==> src/assert_macros.svh <==
// Assertion macros shared by the archive directory validator modules.
`ifndef ASSERT_MACROS_SVH
`define ASSERT_MACROS_SVH

// A property that must hold at every clock edge outside reset.
`define ADV_ASSERT(lbl, clk, rst_n, prop, msg) \
  lbl: assert property (@(posedge clk) disable iff (!rst_n) (prop)) else $error(msg);

// A consequence that must hold in the same cycle as its trigger.
`define ADV_ASSERT_IMPL(lbl, clk, rst_n, ante, cons, msg) \
  lbl: assert property (@(posedge clk) disable iff (!rst_n) (ante) |-> (cons)) \
    else $error(msg);

`endif

==> src/adv_pkg.sv <==
// Types, constants and helper functions of the archive directory validator.
package adv_pkg;

  // Sizes of the fixed parts of the file format.
  localparam int unsigned HDR_LEN   = 9;
  localparam int unsigned FIXED_LEN = 14;
  localparam int unsigned MIN_FILE  = HDR_LEN + FIXED_LEN + 2;
  localparam logic [31:0] SIZE_CAP  = 32'h4000_0000;

  // Defaults of the top level parameters.
  localparam int unsigned NAME_LIMIT_DEF   = 64;
  localparam int unsigned MEMBER_LIMIT_DEF = 262144;

  // Output buffer depth and packed result width.
  localparam int unsigned OUT_DEPTH = 4;
  localparam int unsigned TDATA_W   = 216;

  typedef enum logic [1:0] {
    PH_HEADER,
    PH_FIXED,
    PH_NAME,
    PH_PAYLOAD
  } phase_e;

  typedef enum logic {
    KIND_MEMBER,
    KIND_SUMMARY
  } kind_e;

  typedef enum logic [2:0] {
    ST_OK,
    ST_BAD_HEADER,
    ST_NO_MEMBERS,
    ST_NO_PAYLOAD,
    ST_BLOCK_BEYOND
  } status_e;

  // One result transaction as it leaves the block.
  typedef struct packed {
    kind_e       kind;
    status_e     status;
    logic [17:0] member_index;
    logic [17:0] block_index;
    logic [29:0] slice_offset;
    logic [30:0] member_bytes;
    logic [31:0] record_position;
    logic [6:0]  name_bytes;
    logic [31:0] directory_end;
    logic [18:0] members_found;
    logic [18:0] blocks_found;
    logic        last;
  } res_t;

  // Parser output: a member record and a snapshot of the state for the summary.
  typedef struct packed {
    logic        mem_valid;
    logic        sum_valid;
    logic [17:0] member_index;
    logic [17:0] block_index;
    logic [29:0] slice_offset;
    logic [30:0] member_bytes;
    logic [31:0] record_position;
    logic [6:0]  name_bytes;
    logic        hdr_fail;
    logic        has_members;
    logic [32:0] total;
    logic [31:0] dir_end;
    logic [31:0] last_block;
    logic [18:0] members_found;
    logic [18:0] blocks_found;
  } mid_t;

  // Magic bytes at the start of the header.
  function automatic logic [7:0] magic_byte(input logic [1:0] idx);
    logic [7:0] val;
    case (idx)
      2'd0:    val = 8'h4C;
      2'd1:    val = 8'h54;
      2'd2:    val = 8'h45;
      default: val = 8'h43;
    endcase
    return val;
  endfunction

  // Printable name character that is not a path separator.
  function automatic logic name_char_ok(input logic [7:0] b);
    logic ok;
    ok = (b >= 8'h20) && (b <= 8'h7e) && (b != 8'h2f) && (b != 8'h5c) && (b != 8'h3a);
    return ok;
  endfunction

endpackage

==> src/adv_parser.sv <==
// Byte parser: input register, directory walk state and the parser result register.
module adv_parser #(
  parameter int unsigned NAME_LIMIT   = adv_pkg::NAME_LIMIT_DEF,
  parameter int unsigned MEMBER_LIMIT = adv_pkg::MEMBER_LIMIT_DEF
) (
  input  logic          clk_i,
  input  logic          rst_ni,
  input  logic          en_i,
  input  logic          in_valid_i,
  input  logic [7:0]    in_byte_i,
  input  logic          in_last_i,
  output adv_pkg::mid_t mid_o
);

  localparam int unsigned FS_W = $clog2(NAME_LIMIT + adv_pkg::FIXED_LEN + 2);
  localparam int unsigned MT_W = $clog2(MEMBER_LIMIT + 1);
  localparam logic [15:0] LEN_MIN = 16'(adv_pkg::FIXED_LEN + 2);
  localparam logic [15:0] LEN_MAX = 16'(adv_pkg::FIXED_LEN + 1 + NAME_LIMIT);

  // Input register.
  logic       in_valid_q;
  logic [7:0] byte_q;
  logic       last_q;

  // Walk state.
  adv_pkg::phase_e phase_q, phase_d;
  logic [31:0]     pos_q, pos_d;
  logic [31:0]     rec_start_q, rec_start_d;
  logic [FS_W-1:0] fshift_q, fshift_d;
  logic [15:0]     rec_len_q, rec_len_d;
  logic [31:0]     blk_q, blk_d;
  logic [31:0]     slice_q, slice_d;
  logic [31:0]     size_q, size_d;
  logic            name_good_q, name_good_d;
  logic [31:0]     cur_blk_q, cur_blk_d;
  logic [30:0]     exp_slice_q, exp_slice_d;
  logic [MT_W-1:0] member_q, member_d;
  logic [MT_W-1:0] btotal_q, btotal_d;
  logic            hdr_good_q, hdr_good_d;
  logic [31:0]     pay_start_q, pay_start_d;

  adv_pkg::mid_t mid_q, mid_d;

  // Record checks on the fields gathered so far.
  logic        step;
  logic [1:0]  lane;
  logic [15:0] len_full;
  logic        name_last;
  logic        cb_valid;
  logic        new_blk;
  logic [32:0] span;
  logic        fields_ok;
  logic        accept;

  assign step     = en_i && in_valid_q;
  assign lane     = fshift_q[1:0] ^ 2'b10;
  assign len_full = {byte_q, rec_len_q[7:0]};
  assign name_last = (16'(fshift_q) + 16'd1) >= rec_len_q;
  assign cb_valid = (btotal_q != '0);
  assign new_blk  = !cb_valid || (blk_q != cur_blk_q);
  assign span     = {1'b0, slice_q} + {1'b0, size_q};

  always_comb begin
    fields_ok = (size_q != 32'd0) && (size_q <= adv_pkg::SIZE_CAP)
             && (span <= {1'b0, adv_pkg::SIZE_CAP})
             && (member_q < MT_W'(MEMBER_LIMIT));
    if (new_blk) begin
      fields_ok = fields_ok && (slice_q == 32'd0)
               && (cb_valid ? (blk_q > cur_blk_q) : (blk_q == 32'd0));
    end else begin
      fields_ok = fields_ok && (slice_q == {1'b0, exp_slice_q});
    end
  end

  assign accept = (phase_q == adv_pkg::PH_NAME) && name_last && (byte_q == 8'd0)
               && name_good_q && fields_ok;

  // Next state of the walk and the parser result.
  always_comb begin
    phase_d     = phase_q;
    pos_d       = pos_q + 32'd1;
    rec_start_d = rec_start_q;
    fshift_d    = fshift_q;
    rec_len_d   = rec_len_q;
    blk_d       = blk_q;
    slice_d     = slice_q;
    size_d      = size_q;
    name_good_d = name_good_q;
    cur_blk_d   = cur_blk_q;
    exp_slice_d = exp_slice_q;
    member_d    = member_q;
    btotal_d    = btotal_q;
    hdr_good_d  = hdr_good_q;
    pay_start_d = pay_start_q;
    mid_d       = '0;

    case (phase_q)
      adv_pkg::PH_HEADER: begin
        if (pos_q < 32'd4 && byte_q != adv_pkg::magic_byte(pos_q[1:0])) begin
          hdr_good_d = 1'b0;
        end
        if (pos_q >= 32'(adv_pkg::HDR_LEN - 1)) begin
          if (byte_q != 8'd0) begin
            hdr_good_d = 1'b0;
          end
          if (hdr_good_d) begin
            phase_d     = adv_pkg::PH_FIXED;
            rec_start_d = 32'(adv_pkg::HDR_LEN);
            fshift_d    = '0;
          end else begin
            phase_d     = adv_pkg::PH_PAYLOAD;
            pay_start_d = 32'd0;
          end
        end
      end
      adv_pkg::PH_FIXED: begin
        // Each byte lands in its lane of the field it belongs to.
        if (fshift_q == FS_W'(0)) begin
          rec_len_d[7:0] = byte_q;
        end else if (fshift_q == FS_W'(1)) begin
          rec_len_d[15:8] = byte_q;
        end else if (fshift_q < FS_W'(6)) begin
          blk_d[{lane, 3'b000} +: 8] = byte_q;
        end else if (fshift_q < FS_W'(10)) begin
          slice_d[{lane, 3'b000} +: 8] = byte_q;
        end else begin
          size_d[{lane, 3'b000} +: 8] = byte_q;
        end
        fshift_d = fshift_q + FS_W'(1);
        if (fshift_q == FS_W'(1) && (len_full < LEN_MIN || len_full > LEN_MAX)) begin
          phase_d     = adv_pkg::PH_PAYLOAD;
          pay_start_d = rec_start_q;
        end else if (fshift_q == FS_W'(adv_pkg::FIXED_LEN - 1)) begin
          phase_d     = adv_pkg::PH_NAME;
          name_good_d = 1'b1;
        end
      end
      adv_pkg::PH_NAME: begin
        fshift_d = fshift_q + FS_W'(1);
        if (!name_last) begin
          if (!adv_pkg::name_char_ok(byte_q)) begin
            name_good_d = 1'b0;
          end
        end else if (accept) begin
          if (new_blk) begin
            cur_blk_d = blk_q;
            btotal_d  = btotal_q + MT_W'(1);
          end
          exp_slice_d = span[30:0];
          mid_d.mem_valid       = 1'b1;
          mid_d.member_index    = 18'(member_q);
          mid_d.block_index     = 18'(btotal_d - MT_W'(1));
          mid_d.slice_offset    = slice_q[29:0];
          mid_d.member_bytes    = size_q[30:0];
          mid_d.record_position = rec_start_q;
          mid_d.name_bytes      = 7'(rec_len_q - 16'd15);
          member_d    = member_q + MT_W'(1);
          rec_start_d = rec_start_q + {16'd0, rec_len_q};
          fshift_d    = '0;
          phase_d     = adv_pkg::PH_FIXED;
        end else begin
          phase_d     = adv_pkg::PH_PAYLOAD;
          pay_start_d = rec_start_q;
        end
      end
      default: begin
        // Payload bytes are only counted.
      end
    endcase

    // Snapshot for the summary, taken after this byte's update.
    mid_d.sum_valid     = last_q;
    mid_d.hdr_fail      = !hdr_good_d || (phase_d == adv_pkg::PH_HEADER);
    mid_d.has_members   = (member_d != '0) && (btotal_d != '0);
    mid_d.total         = {1'b0, pos_q} + 33'd1;
    mid_d.last_block    = cur_blk_d;
    mid_d.members_found = 19'(member_d);
    mid_d.blocks_found  = 19'(btotal_d);
    case (phase_d)
      adv_pkg::PH_HEADER:  mid_d.dir_end = 32'd0;
      adv_pkg::PH_PAYLOAD: mid_d.dir_end = pay_start_d;
      default:             mid_d.dir_end = rec_start_d;
    endcase

    // The last byte of a file returns the walk to its reset state.
    if (last_q) begin
      phase_d     = adv_pkg::PH_HEADER;
      pos_d       = 32'd0;
      rec_start_d = 32'(adv_pkg::HDR_LEN);
      fshift_d    = '0;
      rec_len_d   = 16'd0;
      name_good_d = 1'b1;
      exp_slice_d = 31'd0;
      member_d    = '0;
      btotal_d    = '0;
      hdr_good_d  = 1'b1;
      pay_start_d = 32'd0;
    end
  end

  // Input register.
  always_ff @(posedge clk_i or negedge rst_ni) begin
    if (!rst_ni) begin
      in_valid_q <= 1'b0;
    end else if (en_i) begin
      in_valid_q <= in_valid_i;
    end
  end

  always_ff @(posedge clk_i) begin
    if (en_i) begin
      byte_q <= in_byte_i;
      last_q <= in_last_i;
    end
  end

  // Walk state registers.
  always_ff @(posedge clk_i or negedge rst_ni) begin
    if (!rst_ni) begin
      phase_q     <= adv_pkg::PH_HEADER;
      pos_q       <= 32'd0;
      rec_start_q <= 32'(adv_pkg::HDR_LEN);
      fshift_q    <= '0;
      rec_len_q   <= 16'd0;
      name_good_q <= 1'b1;
      exp_slice_q <= 31'd0;
      member_q    <= '0;
      btotal_q    <= '0;
      hdr_good_q  <= 1'b1;
      pay_start_q <= 32'd0;
    end else if (step) begin
      phase_q     <= phase_d;
      pos_q       <= pos_d;
      rec_start_q <= rec_start_d;
      fshift_q    <= fshift_d;
      rec_len_q   <= rec_len_d;
      name_good_q <= name_good_d;
      exp_slice_q <= exp_slice_d;
      member_q    <= member_d;
      btotal_q    <= btotal_d;
      hdr_good_q  <= hdr_good_d;
      pay_start_q <= pay_start_d;
    end
  end

  // Record fields; they are always written before they are read.
  always_ff @(posedge clk_i) begin
    if (step) begin
      blk_q     <= blk_d;
      slice_q   <= slice_d;
      size_q    <= size_d;
      cur_blk_q <= cur_blk_d;
    end
  end

  // Parser result register.
  always_ff @(posedge clk_i or negedge rst_ni) begin
    if (!rst_ni) begin
      mid_q <= '0;
    end else if (en_i) begin
      mid_q <= step ? mid_d : '0;
    end
  end

  assign mid_o = mid_q;

  `include "assert_macros.svh"

  `ADV_ASSERT_IMPL(a_header_early, clk_i, rst_ni, phase_q == adv_pkg::PH_HEADER,
                   pos_q < 32'(adv_pkg::HDR_LEN), "header phase past the header")
  `ADV_ASSERT(a_blocks_le_members, clk_i, rst_ni, btotal_q <= member_q,
              "more blocks than members")

endmodule

==> src/adv_summary.sv <==
// Summary status and result assembly from the parser result register.
module adv_summary (
  input  logic          en_i,
  input  adv_pkg::mid_t mid_i,
  output logic [1:0]    wr_cnt_o,
  output adv_pkg::res_t ent0_o,
  output adv_pkg::res_t ent1_o
);

  adv_pkg::status_e status;
  adv_pkg::res_t    mem_res;
  adv_pkg::res_t    sum_res;
  logic [32:0]      dir_end_x;
  logic [32:0]      tail;

  assign dir_end_x = {1'b0, mid_i.dir_end};
  assign tail      = mid_i.total - dir_end_x;

  // Status in order of precedence.
  always_comb begin
    if (mid_i.total < 33'(adv_pkg::MIN_FILE) || mid_i.hdr_fail) begin
      status = adv_pkg::ST_BAD_HEADER;
    end else if (!mid_i.has_members) begin
      status = adv_pkg::ST_NO_MEMBERS;
    end else if (dir_end_x >= mid_i.total) begin
      status = adv_pkg::ST_NO_PAYLOAD;
    end else if ({1'b0, mid_i.last_block} >= tail) begin
      status = adv_pkg::ST_BLOCK_BEYOND;
    end else begin
      status = adv_pkg::ST_OK;
    end
  end

  // Member and summary results.
  always_comb begin
    mem_res                 = '0;
    mem_res.kind            = adv_pkg::KIND_MEMBER;
    mem_res.status          = adv_pkg::ST_OK;
    mem_res.member_index    = mid_i.member_index;
    mem_res.block_index     = mid_i.block_index;
    mem_res.slice_offset    = mid_i.slice_offset;
    mem_res.member_bytes    = mid_i.member_bytes;
    mem_res.record_position = mid_i.record_position;
    mem_res.name_bytes      = mid_i.name_bytes;
    mem_res.last            = !mid_i.sum_valid;

    sum_res               = '0;
    sum_res.kind          = adv_pkg::KIND_SUMMARY;
    sum_res.status        = status;
    sum_res.directory_end = mid_i.dir_end;
    sum_res.members_found = mid_i.members_found;
    sum_res.blocks_found  = mid_i.blocks_found;
    sum_res.last          = 1'b1;
  end

  // The member result goes first when a byte causes both.
  always_comb begin
    ent0_o = mid_i.mem_valid ? mem_res : sum_res;
    ent1_o = sum_res;
    if (!en_i) begin
      wr_cnt_o = 2'd0;
    end else begin
      wr_cnt_o = 2'(mid_i.mem_valid) + 2'(mid_i.sum_valid);
    end
  end

endmodule

==> src/adv_out_fifo.sv <==
// Result buffer: takes up to two results a cycle and hands out one per transaction.
module adv_out_fifo (
  input  logic          clk_i,
  input  logic          rst_ni,
  input  logic [1:0]    wr_cnt_i,
  input  adv_pkg::res_t ent0_i,
  input  adv_pkg::res_t ent1_i,
  input  logic          ready_i,
  output logic          valid_o,
  output adv_pkg::res_t data_o,
  output logic          room_o
);

  localparam int unsigned DEPTH = adv_pkg::OUT_DEPTH;
  localparam int unsigned PW    = $clog2(DEPTH);
  localparam int unsigned CW    = $clog2(DEPTH + 1);

  adv_pkg::res_t mem_q [DEPTH];
  logic [PW-1:0] wp_q, rp_q;
  logic [CW-1:0] count_q;
  logic          pop;

  assign valid_o = (count_q != '0);
  assign data_o  = mem_q[rp_q];
  assign pop     = valid_o && ready_i;
  // Room for the two results that one byte may cause.
  assign room_o  = (count_q <= CW'(DEPTH - 2));

  always_ff @(posedge clk_i) begin
    if (wr_cnt_i != 2'd0) begin
      mem_q[wp_q] <= ent0_i;
    end
    if (wr_cnt_i == 2'd2) begin
      mem_q[wp_q + PW'(1)] <= ent1_i;
    end
  end

  always_ff @(posedge clk_i or negedge rst_ni) begin
    if (!rst_ni) begin
      wp_q    <= '0;
      rp_q    <= '0;
      count_q <= '0;
    end else begin
      wp_q    <= wp_q + PW'(wr_cnt_i);
      rp_q    <= rp_q + PW'(pop);
      count_q <= count_q + CW'(wr_cnt_i) - CW'(pop);
    end
  end

  `include "assert_macros.svh"

  `ADV_ASSERT(a_count_bound, clk_i, rst_ni, count_q <= CW'(DEPTH), "buffer count overflow")
  `ADV_ASSERT_IMPL(a_no_overflow, clk_i, rst_ni, wr_cnt_i != 2'd0,
                   (count_q + CW'(wr_cnt_i)) <= CW'(DEPTH), "write into a full buffer")

endmodule

==> src/archive_directory_validator.sv <==
// Top level of the archive directory validator.
//
//   channel  dir  handshake               payload
//   s_axis   in   tvalid/tready           tdata = data byte, tlast = end of file
//   m_axis   out  tvalid/tready           tdata = result fields, tuser = kind,
//                                         tlast = last result of the byte
//
// One byte is accepted every cycle while the result buffer holds two or fewer results.
// A byte passes the input register, the parser result register and the result
// buffer before its first result is visible.
// A byte that closes a record on the final byte of the file gives two results,
// which leave over two output transactions.
// Reset is asynchronous, active low, and takes effect at once; no clearing pass follows.
// A stall on m_axis fills the buffer and then holds s_axis_tready_o low.
module archive_directory_validator #(
  parameter int unsigned NAME_LIMIT   = adv_pkg::NAME_LIMIT_DEF,
  parameter int unsigned MEMBER_LIMIT = adv_pkg::MEMBER_LIMIT_DEF
) (
  input  logic                        clk_i,
  input  logic                        rst_ni,
  input  logic                        s_axis_tvalid_i,
  output logic                        s_axis_tready_o,
  // [7:0] data_byte
  input  logic [7:0]                  s_axis_tdata_i,
  // end_of_file
  input  logic                        s_axis_tlast_i,
  output logic                        m_axis_tvalid_o,
  input  logic                        m_axis_tready_i,
  // [2:0] status, [20:3] member_index, [38:21] block_index, [68:39] slice_offset,
  // [99:69] member_bytes, [131:100] record_position, [138:132] name_bytes,
  // [170:139] directory_end, [189:171] members_found, [208:190] blocks_found,
  // [215:209] zero
  output logic [adv_pkg::TDATA_W-1:0] m_axis_tdata_o,
  // result_kind
  output logic                        m_axis_tuser_o,
  // last_of_run
  output logic                        m_axis_tlast_o
);

  logic          room;
  adv_pkg::mid_t mid;
  logic [1:0]    wr_cnt;
  adv_pkg::res_t ent0;
  adv_pkg::res_t ent1;
  adv_pkg::res_t res;

  assign s_axis_tready_o = room;

  adv_parser #(
    .NAME_LIMIT  (NAME_LIMIT),
    .MEMBER_LIMIT(MEMBER_LIMIT)
  ) u_parser (
    .clk_i     (clk_i),
    .rst_ni    (rst_ni),
    .en_i      (room),
    .in_valid_i(s_axis_tvalid_i),
    .in_byte_i (s_axis_tdata_i),
    .in_last_i (s_axis_tlast_i),
    .mid_o     (mid)
  );

  adv_summary u_summary (
    .en_i    (room),
    .mid_i   (mid),
    .wr_cnt_o(wr_cnt),
    .ent0_o  (ent0),
    .ent1_o  (ent1)
  );

  adv_out_fifo u_out_fifo (
    .clk_i   (clk_i),
    .rst_ni  (rst_ni),
    .wr_cnt_i(wr_cnt),
    .ent0_i  (ent0),
    .ent1_i  (ent1),
    .ready_i (m_axis_tready_i),
    .valid_o (m_axis_tvalid_o),
    .data_o  (res),
    .room_o  (room)
  );

  // Pack the result fields, lowest field first.
  assign m_axis_tdata_o = {7'd0, res.blocks_found, res.members_found, res.directory_end,
                           res.name_bytes, res.record_position, res.member_bytes,
                           res.slice_offset, res.block_index, res.member_index,
                           res.status};
  assign m_axis_tuser_o = res.kind;
  assign m_axis_tlast_o = res.last;

endmodule

==> config.mk <==
export PLATFORM = sky130hd
export DESIGN_NAME = archive_directory_validator
export DESIGN_NICKNAME = d
export VERILOG_FILES = /design/src/adv_pkg.sv /design/src/adv_parser.sv /design/src/adv_summary.sv /design/src/adv_out_fifo.sv /design/src/archive_directory_validator.sv
export VERILOG_INCLUDE_DIRS = /design/src /design/src/src
export SDC_FILE = /design/constraint.sdc
export NUM_CORES = 2
export LEC_CHECK = 0
export ABC_AREA = 1
export BUFFER_PORTS_ARGS = -buffer_cell sky130_fd_sc_hd__buf_4
export CAP_MARGIN = 20
export CORE_UTILIZATION = 35
export CTS_CLUSTER_DIAMETER = 200
export DETAILED_ROUTE_END_ITERATION = 7
export GPL_TIMING_DRIVEN = 0
export HOLD_SLACK_MARGIN = 0.08
export PLACE_DENSITY = 0.59
export RECOVER_POWER = 25
export SYNTH_ARGS = -nofsm -noshare
export SYNTH_HDL_FRONTEND = slang
export SYNTH_SLANG_ARGS = --single-unit
==> constraint.sdc <==
create_clock -name clk_i -period 4.9 [get_ports clk_i]
set_clock_uncertainty 0.15 [all_clocks]
set_input_delay 0.735 -clock clk_i [delete_from_list [all_inputs] [get_ports clk_i]]
set_output_delay 0.735 -clock clk_i [all_outputs]
set_load 0.01 [all_outputs]
==> summary.md <==
| Metric | Value |
|---|---|
| Max frequency | 209.7 MHz |
| Area Growth Syn to Fin | 16.48% |
| CTS max path bufs | 3 |
| CTS sink cnt | 1456 |
| Final Instance Area | 80840 sq um |
| Routability cong. | 1.013 |
| Chip Height | 447.3 um |
| Initial core utilization | 0.3519 |
| RSZ-0062 raised after global routing | yes |
| Post-DP HPWL | 209.6 mm |
| Fraction of layout cells with a size suffix above 1 | 0.07601 |
| Most common cell after layout, fill and taps aside | o21ai_0 |
| Commonest cells after routing, fill and taps aside | o21ai_0, nand2_1, nor2_1, a21oi_1, inv_1 |
| Crit path max fanout | 10 |
| Failing checks | capacitance limit, slew limit |
| HP Class | reg2reg |
| Crit start category | register |
| Input/output buffers | 225 |
| Detailed-route DRC error count | 0 |
| Post-synth EDFFs | 429 |
| Pins Over Slew Limit | 186 |
| Initial DRC Count | 6937 |
| Cell mode on critical path | clkbuf_1 |
| Cell Area, Synth | 69410 sq um |
| Worst setup margin | 0.1323 ns |
| R2r worst-path depth | 26 |
| Synth top area share | 0.1856 |
| Area occupied by multi-input gates | 29320 sq um |
| Core Rows | 163 |
| First-pass GRT wire length | 401.4 mm |
| Storage cell area | 35830 sq um |
| Vias in the first global route | 61520 |
| Fillers | 19840 |
| Antenna violation net count after detailed routing | 0 |
| CP endpoint kind | output pin |
| CP Cell Sequence | clkbuf_2 > clkinv_1 > clkbuf_1 > buf_8 > clkbuf_1 > nor2_1 > o22ai_1 > buf_4 |
| Gate Count Post-Synth | 8424 |
| Buf/Inv on CP | 6 |
| Placeable Area | 197200 sq um |
| CTS Root Cell | clkbuf_16 |
| Synth warn | 0 |
| Latest clock arrival within the worst-skew pair | 0.83 ns |
| GRT Total Usage | 0.2674 |
| Worst-path clk slew | 0.06 ns |
| Routed WL per cell | 23.50 um |
| Final worst path period share | 0.9730 |
| Main area contributors after synthesis | edfxtp_1, dfrtp_1, dfxtp_1 |
| Status | complete, but fails checks |
| CTS Buf Count | 159 |
| Via Count | 64600 |
| Pwr Density | 582.6 nW/um^2 |
| Setup violators final | 0 |
| Cell Area, Placed | 75090 sq um |
| VDD IR-drop max | 333.0 uV |
| Sequential share of the synthesized area | 0.5162 |
| Drt first pass iters | 7 |
| CP delay by family, top | buffers and inverters |
| Gr ovfl total | 0 |
| Yosys reg bits | 1456 |
| Vias/cell | 5.542 |
| DP Worst Slack | -2.659 ns |
| Leakage power | 33.45 nW |
| Levels on crit path | 8 |
| Die X-Extent | 447.3 um |
| Critical path type | reg2out |
| CTS tree | yes |
| Max cap viols | 2 |
| Rel. slew slack | -0.3210 |
| H-Tree Depth | 4 |
| Final net count | 9078 |
| Post-synth cell types | 69 |
| Ys flop type | dfxtp_1 |
| Max stage delay cell, worst path | clkbuf_1 |
| Initial antenna violation count | 10 |
| Die footprint | 200100 sq um |
| Hold Crit Depth | 2 |
| Synth Area per Inst | 8.239 sq um |
| Critical path arrival | 3.88 ns |
| Fin. Hold Viols | 0 |
| Area leader, netlist | edfxtp_1 |
| Least-Margin Pin Slew | 1.981 ns |
| Top Ports | 233 |
| Period minus WS final | 4.768 ns |
| Async SR Flop Fraction | 0.3262 |
| Required time worst endpoint | 4.01 ns |
| Pin count of the biggest net entering global routing | 111 |
| Post-Route WL | 273.9 mm |
| Crit path largest cell delay | 0.60 ns |
cells by family (layout without fill, tap and decap cells):
| group | count (synthesis) | in the layout | share of synthesized area |
|---|---|---|---|
| AND/OR/NAND/NOR | 2899 | 2899 | 0.1708 |
| AO/OA/AOI/OAI | 2601 | 2601 | 0.2012 |
| flip-flops | 1456 | 1456 | 0.5162 |
| buffers and inverters | 1181 | 1763 | 0.06524 |
| adder cells (fa/ha/maj) | 185 | 185 | 0.03378 |
| XOR/XNOR | 101 | 101 | 0.01275 |
| other | 1 | 11 | 0.00005403 |
cells in the mapped netlist (all sizes together) (6+ instances only):
| cell | count |
|---|---|
| dfxtp | 552 |
| ha | 181 |
| xnor2 | 32 |
| a22o | 48 |
| a31oi | 20 |
| o21ai | 1410 |
| or2 | 8 |
| clkbuf | 465 |
| nand3b | 6 |
| nor2 | 1036 |
| nor3 | 104 |
| a311oi | 10 |
| a21boi | 8 |
| nor4 | 28 |
| clkinv | 10 |
| o22ai | 307 |
| nand2 | 1306 |
| a211oi | 21 |
| o21a | 8 |
| a21oi | 723 |
| buf | 72 |
| xor2 | 69 |
| inv | 634 |
| dfrtp | 471 |
| edfxtp | 429 |
| nand4 | 96 |
| o211ai | 10 |
| nand3 | 307 |
power breakdown:
| group | total, mW | internal [mW] | switching, mW | leakage (nW) |
|---|---|---|---|---|
| sequential | 16.6 | 15.2 | 1.37 | 15.5 |
| clock | 12.2 | 6.99 | 5.18 | 2.58 |
| combinational | 18.4 | 6.37 | 12.0 | 15.4 |
| total | 47.1 | 28.6 | 18.5 | 33.5 |
routing by layer:
layer	routed length, um	vias up	share of wire	global-route usage
li1	-	29810	-	-
met1	114700	31380	0.42	0.3541
met2	124500	2856	0.45	0.4257
met3	20410	548	0.075	0.04017
met4	14280	4	0.052	0.1308
met5	25	-	0.000091	0
repair_timing:
action                                  in CTS  in global routing
resized for setup                           62                 55
pin swaps                                    4                  9
endpoints found under the setup margin     629                126
buffers inserted                             9                 13
hold buffers                                11                  0
endpoints found under the hold margin       84                  0
final timing paths:
| kind | to | from | slack [ns] |
|---|---|---|---|
| worst max-delay path | m_axis_tdata_o[129] | u_out_fifo.rp_q[0] | 0.13 |
| worst min-delay path | u_out_fifo.mem_q[1][210] | u_out_fifo.mem_q[1][210] | 0.32 |
| worst max register to register | u_parser.mid_o[135] | u_parser.fshift_q[0] | 0.14 |
| worst min register to register | u_out_fifo.mem_q[1][210] | u_out_fifo.mem_q[1][210] | 0.32 |
| max in group asynchronous | u_parser.mid_o[230] | rst_ni | 0.64 |
| min in group asynchronous | u_parser.pos_q[20] | rst_ni | 0.86 |
registers in the layout, indices dropped and copies added (netlist names), 7 cells and up:
register and cells:
u_parser.fshift_q 7, u_parser.blk_q 32, u_parser.exp_slice_q 31, u_parser.cur_blk_q 32, u_parser.mid_o 275, u_parser.rec_len_q 16, u_parser.pos_q 32, u_parser.byte_q 8
u_parser.btotal_q 19, u_parser.slice_q 32, u_parser.rec_start_q 32, u_parser.size_q 32, u_parser.member_q 19, u_out_fifo.mem_q 844, u_parser.pay_start_q 32
tightest hold or removal path, delay by kind of cell (launching register included):
kind / cells / cell delay [ns]
simple gates: 2 / 0.11
flops: 1 / 0.31
area by class of cell:
cell class / instances / share of cell area
Sequential cell: 1456 / 0.4431
Multi-Input combinational cell: 5793 / 0.3626
Clock buffer: 234 / 0.05720
Tap cell: 2640 / 0.04086
Timing Repair Buffer: 291 / 0.03114
Inverter: 644 / 0.03033
Buffer: 535 / 0.02685
Clock inverter: 59 / 0.007723
Antenna cell: 4 / 0.0001238
stage by stage:
step | util | hold slack, ns | power (mW) | TNS [ns] | cells
2_1_floorplan | - | 0.2719 | 26.25 | 0 | 8430
3_5_place_dp | 0.3807 | 0.2932 | 34.72 | -535.97 | 11330
4_1_cts | 0.4093 | 0.3085 | 46.99 | 0 | 11640
3_3_place_gp | 0.3774 | 0.2851 | 34.24 | -2276.39 | 11300
5_1_grt | 0.4099 | 0.3285 | 49.51 | -0.1080 | 11650
6_report | 0.4099 | 0.3164 | 47.10 | 0 | 11660
Power figures use the tool's default switching activity.
